<file path="src/design/assert_macros.svh">
// Assertion shorthands. Each expects clk and arst_n in the enclosing module.
`ifndef ASSERT_MACROS_SVH
`define ASSERT_MACROS_SVH

// Consequent must hold in the same cycle as the antecedent.
`define ASSERT_IMP_SAME(label, ante, cons, msg) \
	label: assert property (@(posedge clk) disable iff (!arst_n) (ante) |-> (cons)) \
		else $error(msg);

// Consequent must hold in the cycle after the antecedent.
`define ASSERT_IMP_NEXT(label, ante, cons, msg) \
	label: assert property (@(posedge clk) disable iff (!arst_n) (ante) |=> (cons)) \
		else $error(msg);

`endif

</file>
<file path="src/design/stt_pkg.sv">
package stt_pkg;

	localparam int KIND_W = 5;
	localparam int LINE_W = 20;
	localparam int COL_W  = 16;
	localparam int OFF_W  = 32;
	localparam int LEN_W  = 16;

	typedef enum logic [KIND_W-1:0] {
		KIND_END    = 5'd0,
		KIND_IDENT  = 5'd1,
		KIND_STRUCT = 5'd2,
		KIND_DEF    = 5'd3,
		KIND_VAL    = 5'd4,
		KIND_MUT    = 5'd5,
		KIND_EXTERN = 5'd6,
		KIND_LBRACE = 5'd7,
		KIND_RBRACE = 5'd8,
		KIND_LPAREN = 5'd9,
		KIND_RPAREN = 5'd10,
		KIND_COLON  = 5'd11,
		KIND_SEMI   = 5'd12,
		KIND_STAR   = 5'd13,
		KIND_COMMA  = 5'd14,
		KIND_EQ     = 5'd15,
		KIND_EQEQ   = 5'd16,
		KIND_ERROR  = 5'd17
	} kind_t;

	typedef enum logic [1:0] {
		MODE_IDLE  = 2'd0,
		MODE_IDENT = 2'd1,
		MODE_EQ    = 2'd2,
		MODE_ERROR = 2'd3
	} mode_t;

	typedef struct packed {
		kind_t             kind;
		logic [LINE_W-1:0] start_line;
		logic [COL_W-1:0]  start_column;
		logic [LINE_W-1:0] end_line;
		logic [COL_W-1:0]  end_column;
		logic [OFF_W-1:0]  start_offset;
		logic [LEN_W-1:0]  length;
		logic              last;
	} tok_t;

	localparam logic [7:0] CH_NUL   = 8'h00;
	localparam logic [7:0] CH_TAB   = 8'h09;
	localparam logic [7:0] CH_LF    = 8'h0A;
	localparam logic [7:0] CH_CR    = 8'h0D;
	localparam logic [7:0] CH_SPACE = 8'h20;
	localparam logic [7:0] CH_EQ    = 8'h3D;

	function automatic logic is_starter(logic [7:0] c);
		return (c >= "a" && c <= "z") || (c >= "A" && c <= "Z") || c == "_";
	endfunction

	function automatic logic is_ident_byte(logic [7:0] c);
		return is_starter(c) || (c >= "0" && c <= "9");
	endfunction

	function automatic kind_t punct_kind(logic [7:0] c);
		kind_t k;
		case (c)
			"{":     k = KIND_LBRACE;
			"}":     k = KIND_RBRACE;
			"(":     k = KIND_LPAREN;
			")":     k = KIND_RPAREN;
			":":     k = KIND_COLON;
			";":     k = KIND_SEMI;
			"*":     k = KIND_STAR;
			",":     k = KIND_COMMA;
			default: k = KIND_ERROR;
		endcase
		return k;
	endfunction

	// word holds the first six kept bytes, first byte in the top octet
	function automatic kind_t kw_kind(logic [LEN_W-1:0] count, logic [47:0] word);
		kind_t k;
		k = KIND_IDENT;
		if (count == LEN_W'(6)) begin
			if (word == "struct") k = KIND_STRUCT;
			else if (word == "extern") k = KIND_EXTERN;
		end else if (count == LEN_W'(3)) begin
			if (word[47:24] == "def") k = KIND_DEF;
			else if (word[47:24] == "val") k = KIND_VAL;
			else if (word[47:24] == "mut") k = KIND_MUT;
		end
		return k;
	endfunction

endpackage

</file>
<file path="src/design/source_text_tokenizer_top.sv">
// Streaming source tokenizer. Takes one source byte per transfer on the src
// channel and delivers tokens on the tok channel, each with kind, start and end
// line/column, start offset and length; last_of_run marks the final token that a
// byte caused. Outside error mode spaces, tabs and newlines give no token of their
// own, ending any pending one and moving the position; carriage returns only move
// the offset. A byte of zero or end_of_text flushes any pending token, delivers an
// end token and returns the block to its reset state. After an unknown byte every
// further byte but a carriage return gives an error token until the text ends.
// Rate: one byte per cycle sustained while each byte gives at most one token and
// the token side does not stall. A byte is registered at its transfer, classified
// against the lexer state in a single step, and its tokens (none, one or two) are
// written into a four-entry token queue whose head drives the tok channel.
// src_stall rises while the queue, counting the tokens of the byte in flight, would
// hold more than two, since the next byte may add two more; bytes that close one
// token and open another (a token per byte is the most the output side can drain)
// hold the input until the queue has drained back to two.
`include "assert_macros.svh"

module source_text_tokenizer_top #(
	parameter int KEYWORD_PREFIX_BYTES = 7,
	parameter int LINE_BITS            = 20,
	parameter int OFFSET_BITS          = 32
) (
	input  logic                            clk,
	input  logic                            arst_n,
	input  logic                            src_valid,
	output logic                            src_stall,
	input  logic [7:0]                      char_byte,
	input  logic                            end_of_text,
	output logic                            tok_valid,
	input  logic                            tok_stall,
	output logic [stt_pkg::KIND_W-1:0]      token_kind,
	output logic [stt_pkg::LINE_W-1:0]      start_line,
	output logic [stt_pkg::COL_W-1:0]       start_column,
	output logic [stt_pkg::LINE_W-1:0]      end_line,
	output logic [stt_pkg::COL_W-1:0]       end_column,
	output logic [stt_pkg::OFF_W-1:0]       start_offset,
	output logic [stt_pkg::LEN_W-1:0]       token_length,
	output logic                            last_of_run
);
	import stt_pkg::*;

	localparam int IDX_W = $clog2(KEYWORD_PREFIX_BYTES);
	localparam logic [LEN_W-1:0]       KPB_CNT  = LEN_W'(KEYWORD_PREFIX_BYTES);
	localparam logic [LINE_BITS-1:0]   LINE_ONE = LINE_BITS'(1);
	localparam logic [COL_W-1:0]       COL_ONE  = COL_W'(1);
	localparam logic [OFFSET_BITS-1:0] OFF_ONE  = OFFSET_BITS'(1);
	localparam logic [LEN_W-1:0]       LEN_ONE  = LEN_W'(1);
	localparam int Q_DEPTH = 4;
	localparam int QP_W    = $clog2(Q_DEPTH);
	localparam int QC_W    = QP_W + 1;

	// input register
	logic       in_valid_s1;
	logic [7:0] char_s1;
	logic       eot_s1;

	// lexer state
	mode_t                  mode_q, mode_d;
	logic [7:0]             prefix_q [KEYWORD_PREFIX_BYTES];
	logic [LEN_W-1:0]       count_q, count_d;
	logic [LINE_BITS-1:0]   line_q, line_d;
	logic [COL_W-1:0]       col_q, col_d;
	logic [OFFSET_BITS-1:0] off_q, off_d;
	logic [LINE_BITS-1:0]   tsl_q, tsl_d;
	logic [COL_W-1:0]       tsc_q, tsc_d;
	logic [OFFSET_BITS-1:0] tso_q, tso_d;
	logic [LINE_BITS-1:0]   pl_q, pl_d;
	logic [COL_W-1:0]       pc_q, pc_d;

	logic             pfx_we;
	logic [IDX_W-1:0] pfx_idx;
	logic             consume;
	logic             pending;
	logic             fl_hit, nw_hit;
	logic             is_end_s1;
	tok_t             fl_tok, nw_tok, t0, t1;
	logic [1:0]       n_push;

	// token queue
	tok_t            q_mem [Q_DEPTH];
	logic [QP_W-1:0] wr_q, rd_q;
	logic [QC_W-1:0] cnt_q;
	logic            pop;

	assign src_stall = (cnt_q + QC_W'(n_push)) > QC_W'(Q_DEPTH - 2);
	assign is_end_s1 = in_valid_s1 && (eot_s1 || char_s1 == CH_NUL);
	assign pending   = (mode_q == MODE_IDENT) || (mode_q == MODE_EQ);

	always_ff @(posedge clk or negedge arst_n) begin
		if (!arst_n) begin
			in_valid_s1 <= 1'b0;
		end else begin
			in_valid_s1 <= src_valid && !src_stall;
		end
	end

	// payload holds unless a new byte transfers
	always_ff @(posedge clk) begin
		if (src_valid && !src_stall) begin
			char_s1 <= char_byte;
			eot_s1  <= end_of_text;
		end
	end

	always_ff @(posedge clk or negedge arst_n) begin
		if (!arst_n) begin
			mode_q  <= MODE_IDLE;
			count_q <= '0;
			line_q  <= LINE_ONE;
			col_q   <= COL_ONE;
			off_q   <= '0;
			tsl_q   <= LINE_ONE;
			tsc_q   <= COL_ONE;
			tso_q   <= '0;
			pl_q    <= LINE_ONE;
			pc_q    <= COL_ONE;
		end else begin
			mode_q  <= mode_d;
			count_q <= count_d;
			line_q  <= line_d;
			col_q   <= col_d;
			off_q   <= off_d;
			tsl_q   <= tsl_d;
			tsc_q   <= tsc_d;
			tso_q   <= tso_d;
			pl_q    <= pl_d;
			pc_q    <= pc_d;
		end
	end

	// keyword prefix: only entries below the identifier count are ever compared
	always_ff @(posedge clk) begin
		if (pfx_we) begin
			prefix_q[pfx_idx] <= char_s1;
		end
	end

	// classify the registered byte against the lexer state
	always_comb begin
		mode_d  = mode_q;
		count_d = count_q;
		line_d  = line_q;
		col_d   = col_q;
		off_d   = off_q;
		tsl_d   = tsl_q;
		tsc_d   = tsc_q;
		tso_d   = tso_q;
		pl_d    = pl_q;
		pc_d    = pc_q;
		pfx_we  = 1'b0;
		pfx_idx = '0;
		consume = 1'b0;
		fl_hit  = 1'b0;
		nw_hit  = 1'b0;

		// pending token as it would be flushed now
		fl_tok.kind         = (mode_q == MODE_EQ) ? KIND_EQ :
			kw_kind(count_q, {prefix_q[0], prefix_q[1], prefix_q[2],
				prefix_q[3], prefix_q[4], prefix_q[5]});
		fl_tok.start_line   = LINE_W'(tsl_q);
		fl_tok.start_column = tsc_q;
		fl_tok.end_line     = LINE_W'(pl_q);
		fl_tok.end_column   = pc_q;
		fl_tok.start_offset = OFF_W'(tso_q);
		fl_tok.length       = (mode_q == MODE_EQ) ? LEN_ONE : count_q;
		fl_tok.last         = 1'b0;

		// single-byte token at the current position by default
		nw_tok.kind         = punct_kind(char_s1);
		nw_tok.start_line   = LINE_W'(line_q);
		nw_tok.start_column = col_q;
		nw_tok.end_line     = LINE_W'(line_q);
		nw_tok.end_column   = col_q;
		nw_tok.start_offset = OFF_W'(off_q);
		nw_tok.length       = LEN_ONE;
		nw_tok.last         = 1'b0;

		if (in_valid_s1) begin
			if (eot_s1 || char_s1 == CH_NUL) begin
				fl_hit            = pending;
				nw_hit            = 1'b1;
				nw_tok.kind       = KIND_END;
				nw_tok.end_line   = LINE_W'(pl_q);
				nw_tok.end_column = pc_q;
				nw_tok.length     = '0;
				mode_d  = MODE_IDLE;
				count_d = '0;
				line_d  = LINE_ONE;
				col_d   = COL_ONE;
				off_d   = '0;
				tsl_d   = LINE_ONE;
				tsc_d   = COL_ONE;
				tso_d   = '0;
				pl_d    = LINE_ONE;
				pc_d    = COL_ONE;
			end else if (char_s1 == CH_CR) begin
				if (off_q != '1) off_d = off_q + OFF_ONE;
			end else if (mode_q == MODE_ERROR) begin
				nw_hit      = 1'b1;
				nw_tok.kind = KIND_ERROR;
				tsl_d   = line_q;
				tsc_d   = col_q;
				tso_d   = off_q;
				consume = 1'b1;
			end else if (mode_q == MODE_EQ && char_s1 == CH_EQ) begin
				nw_hit              = 1'b1;
				nw_tok.kind         = KIND_EQEQ;
				nw_tok.start_line   = LINE_W'(tsl_q);
				nw_tok.start_column = tsc_q;
				nw_tok.start_offset = OFF_W'(tso_q);
				nw_tok.length       = LEN_W'(2);
				mode_d  = MODE_IDLE;
				consume = 1'b1;
			end else if (mode_q == MODE_IDENT && is_ident_byte(char_s1)) begin
				if (count_q < KPB_CNT) begin
					pfx_we  = 1'b1;
					pfx_idx = count_q[IDX_W-1:0];
				end
				if (count_q != '1) count_d = count_q + LEN_ONE;
				consume = 1'b1;
			end else begin
				// flush what is pending, then treat the byte as if idle
				fl_hit  = pending;
				mode_d  = MODE_IDLE;
				consume = 1'b1;
				if (char_s1 == CH_SPACE || char_s1 == CH_TAB || char_s1 == CH_LF) begin
					mode_d = MODE_IDLE;
				end else if (is_starter(char_s1)) begin
					mode_d  = MODE_IDENT;
					pfx_we  = 1'b1;
					count_d = LEN_ONE;
					tsl_d   = line_q;
					tsc_d   = col_q;
					tso_d   = off_q;
				end else if (char_s1 == CH_EQ) begin
					mode_d = MODE_EQ;
					tsl_d  = line_q;
					tsc_d  = col_q;
					tso_d  = off_q;
				end else begin
					nw_hit = 1'b1;
					tsl_d  = line_q;
					tsc_d  = col_q;
					tso_d  = off_q;
					if (nw_tok.kind == KIND_ERROR) mode_d = MODE_ERROR;
				end
			end
		end

		// advance the position past a consumed byte
		if (consume) begin
			pl_d = line_q;
			pc_d = col_q;
			if (char_s1 == CH_LF) begin
				if (line_q != '1) line_d = line_q + LINE_ONE;
				col_d = COL_ONE;
			end else if (col_q != '1) begin
				col_d = col_q + COL_ONE;
			end
			if (off_q != '1) off_d = off_q + OFF_ONE;
		end

		// order: flushed token first, then the byte's own token
		n_push = {1'b0, fl_hit} + {1'b0, nw_hit};
		t0 = fl_hit ? fl_tok : nw_tok;
		t1 = nw_tok;
		if (n_push == 2'd2) t1.last = 1'b1;
		else t0.last = 1'b1;
	end

	assign pop = tok_valid && !tok_stall;

	always_ff @(posedge clk or negedge arst_n) begin
		if (!arst_n) begin
			wr_q  <= '0;
			rd_q  <= '0;
			cnt_q <= '0;
		end else begin
			wr_q  <= wr_q + QP_W'(n_push);
			rd_q  <= rd_q + QP_W'(pop);
			cnt_q <= cnt_q + QC_W'(n_push) - QC_W'(pop);
		end
	end

	always_ff @(posedge clk) begin
		if (n_push != 2'd0) q_mem[wr_q] <= t0;
		if (n_push == 2'd2) q_mem[wr_q + QP_W'(1)] <= t1;
	end

	assign tok_valid    = (cnt_q != '0);
	assign token_kind   = q_mem[rd_q].kind;
	assign start_line   = q_mem[rd_q].start_line;
	assign start_column = q_mem[rd_q].start_column;
	assign end_line     = q_mem[rd_q].end_line;
	assign end_column   = q_mem[rd_q].end_column;
	assign start_offset = q_mem[rd_q].start_offset;
	assign token_length = q_mem[rd_q].length;
	assign last_of_run  = q_mem[rd_q].last;

	`ASSERT_IMP_SAME(a_queue_bound, 1'b1, cnt_q <= QC_W'(Q_DEPTH), "token queue overflow")
	`ASSERT_IMP_NEXT(a_end_resets, is_end_s1, line_q == LINE_ONE && col_q == COL_ONE && off_q == '0, "position not reset after end of text")
	`ASSERT_IMP_NEXT(a_error_sticky, mode_q == MODE_ERROR && !is_end_s1, mode_q == MODE_ERROR, "error mode left before end of text")
	`ASSERT_IMP_SAME(a_end_closes_run, tok_valid && token_kind == KIND_END, last_of_run, "end token without last_of_run")

endmodule
</file>
<file path="config.mk">
export PLATFORM = sky130hd
export DESIGN_NAME = source_text_tokenizer_top
export DESIGN_NICKNAME = d
export VERILOG_FILES = /design/src/design/stt_pkg.sv /design/src/design/source_text_tokenizer_top.sv
export VERILOG_INCLUDE_DIRS = /design/src /design/src/design
export SDC_FILE = /design/constraint.sdc
export NUM_CORES = 1
export LEC_CHECK = 0
export ABC_AREA = 1
export BUFFER_PORTS_ARGS = -buffer_cell sky130_fd_sc_hd__buf_2
export CORE_MARGIN = 8
export CORE_UTILIZATION = 50
export CTS_CLUSTER_DIAMETER = 200
export CTS_CLUSTER_SIZE = 20
export DETAILED_ROUTE_END_ITERATION = 10
export PLACE_DENSITY_LB_ADDON = 0.1
export SYNTH_ARGS = -nofsm -noshare
export SYNTH_HDL_FRONTEND = slang
export SYNTH_SLANG_ARGS = --single-unit
</file>
<file path="constraint.sdc">
create_clock -name clk -period 5.71 [get_ports clk]
set_input_delay 0.571 -clock clk [delete_from_list [all_inputs] [get_ports clk]]
set_output_delay 0.571 -clock clk [all_outputs]
set_load 0.05 [all_outputs]
</file>
==> results.toml <==
[timing]
holdWs_ns = 0.140
timing.slew.headroom_pct = 20.9
fin_setup_tns_ns = 0
period_needed_ns = 5.00
timing.final.hold_violations = 0
fin_skew_ns = 0.0317
slew_violations = 0
finalSetupViolations = 0
layout_worst_path_cycle_share_pct = 87.6
worstMarginPinSlew_ns = 1.19
rsz0062_at_grt = "false"
max_freq_mhz = 200

[global_routing]
grt_pass1_vias = 34800
grt-ovfl-total = 0
grt_pass1_wl_um = 205000
grtUsageTotal_pct = 27.5
antenna_found_initial = 8
grt_max_degree = 137

[critical_path]
path_max_fanout = 42
start_kind = "flip-flop"
worstPathRequired_ns = 5.99
crit_path_end_kind = "flip-flop"
arrival_ns = 5.28
critical_path_class = "flip-flop to flip-flop"

[hold_path]
hold_class = "input pin to flip-flop"

[finish]
area.growth.synth_to_final_pct = 6.15
final_common_cell = "nand2_1"
nets = 5209
drive_above_1_share_pct = 7.75
final_area_um2 = 44200
mostFrequentLayoutCells = "nand2_1 (1628), nand3_1 (676), edfxtp_1 (505), nor2_1 (448), o21ai_0 (422)"

[synth]
synth_area_per_cell_um2 = 7.89
ys_ff_latch = 759
synth_ff_type = "edfxtp_1"
synth-edff-count = 505
ys_async_sr_fraction_pct = 26.1
yosys_warnings = 0
synth_nets = 5303
yosysSeqAreaShare_pct = 51.1
syn-instance-count = 5274
yosysUniqueCellTypes = 48
netlist_area_um2 = 41600

[clocking]
insertion_delay_ns = 0.62
cts_max_level = 2
cts_tree = "built"
post-cts-setup-buffers = 0
cts_root_buf = "clkbuf_16"
clkTransAtPathRegs_ns = 0.09
clockBufferDepth = 3
cts_sinks = 759
cts_buffers = 43

[die]
io_pins = 141
die-area_um2 = 92700
die_w_um = 305
fp-row-count = 106
start_util_pct = 50.1
core_area_um2 = 83000
die_h_um = 305

[routing]
postRouteWirelength_um = 132000
vias = 36700
ant_nets = 0
viasPerCell = 5.82
drt_iter0_markers = 3467
dr.pass1.iters = 6
wl_per_cell_um = 20.9
drc_errors = 0

[placement]
placed_cell_area_um2 = 42900
dp_hpwl_um = 79700
port_buffers = 140
routabilityCongestion = 0.939

[pwr]
irDropWorstVdd_mv = 0.357
powerDensity_nw_per_um2 = 511
leakage_nw = 19.1

[run_status]
status = "completed"

[flow_run]
drv_cap = 0
==> where the power goes <==
group	internal (mW)	switching (mW)	leakage [nW]
logic	2.32	8.95	10.7
clock network	1.47	1.86	0.598
registers	7.29	0.682	7.78
total	11.1	11.5	19.1
==> logic make-up after synthesis <==
family,synth area share [%]
flip-flops,51.1
XOR/XNOR,0.821
AND/OR/NAND/NOR,31.9
adder cells (fa/ha/maj),0.499
buffers and inverters,7.02
AO/OA/AOI/OAI,8.76
==> routing by layer <==
layer / vias to the layer above / global-route usage (%) / routed length (µm)
met5: - / 0 / 48
met4: 8 / 8.77 / 3940
met3: 242 / 3.10 / 9230
met2: 1536 / 46.3 / 62900
met1: 17400 / 37.1 / 55600
li1: 17400 / - / -
==> sequential cells by signal, indices dropped and copies added (netlist names), 3 cells and up <==
name / count
count_q: 16
pl_q: 20
char_s1: 8
prefix_q: 48
line_q: 20
col_q: 16
pc_q: 16
q_mem: 504
tsc_q: 16
off_q: 32
tso_q: 32
tsl_q: 20
cnt_q: 3
==> final timing paths <==
| path | end | depth (start not counted) | slack, ns | start |
|---|---|---|---|---|
| max | q_mem[0][40] | 14 | 0.71 | char_s1[4] |
| min | char_s1[6] | 1 | 0.14 | char_byte[6] |
| max reg2reg | q_mem[0][40] | 14 | 0.71 | char_s1[4] |
| min reg2reg | q_mem[2][9] | 2 | 0.48 | q_mem[2][9] |
| max in group asynchronous | pl_q[17] | 3 | 3.93 | arst_n |
| min in group asynchronous | tso_q[7] | 2 | 0.55 | arst_n |
==> stage by stage <==
step | std cells | worst slack, ns | total power [mW] | util [%]
floorplan | 5274 | 0.291 | 15.9 | -
global placement | 6214 | 0.783 | 19.3 | 51.7
detailed placement | 6214 | 0.696 | 19.3 | 51.7
CTS | 6295 | 0.673 | 22.6 | 53.2
global route | 6299 | 0.371 | 23.7 | 53.2
finish | 6299 | 0.710 | 22.6 | 53.2
==> what timing repair did <==
item,4_1_cts,5_1_grt
gates resized for setup,0,0
endpoints found under the hold margin,7,0
hold buffers,1,0
==> area by class of cell <==
cell class	count	area, µm²
fillers	7843	38800
well taps	1080	1350
clock buffers	77	1220
flip-flops and latches	759	21300
diodes	4	10.0
inverters	380	1430
multi-input cells	3799	17600
clock inverters	3	28.8
repair buffers	197	1320
==> cells in the mapped netlist, types with 55 or more instances <==
| library cell | number | area [µm²] |
|---|---|---|
| nand4_1 | 94 | 588 |
| clkbuf_1 | 230 | 863 |
| dfrtp_1 | 192 | 4800 |
| nand2_1 | 1632 | 6130 |
| buf_2 | 55 | 275 |
| dfxtp_1 | 56 | 1120 |
| edfxtp_1 | 505 | 15200 |
| inv_1 | 363 | 1360 |
| nand2_2 | 80 | 500 |
| o22ai_1 | 161 | 1010 |
| o21ai_0 | 422 | 2110 |
| nor2_1 | 448 | 1680 |
| nand3_1 | 678 | 3390 |
==> worst max-delay path: stages, from the launching register on <==
cell and delay (ns):
edfxtp_1 0.56, nor2_1 0.09, nand2_1 0.20, inv_1 0.11
nand2_4 0.22, nand2_2 0.13, nor2_2 0.26, nand3_4 0.14
nand2_8 0.25, ha_1 0.31, inv_1 0.18, nor3_2 0.33
clkinv_1 0.64, nand2_4 0.81, buf_12 0.36
No activity file was read; power rests on OpenSTA's default activity.
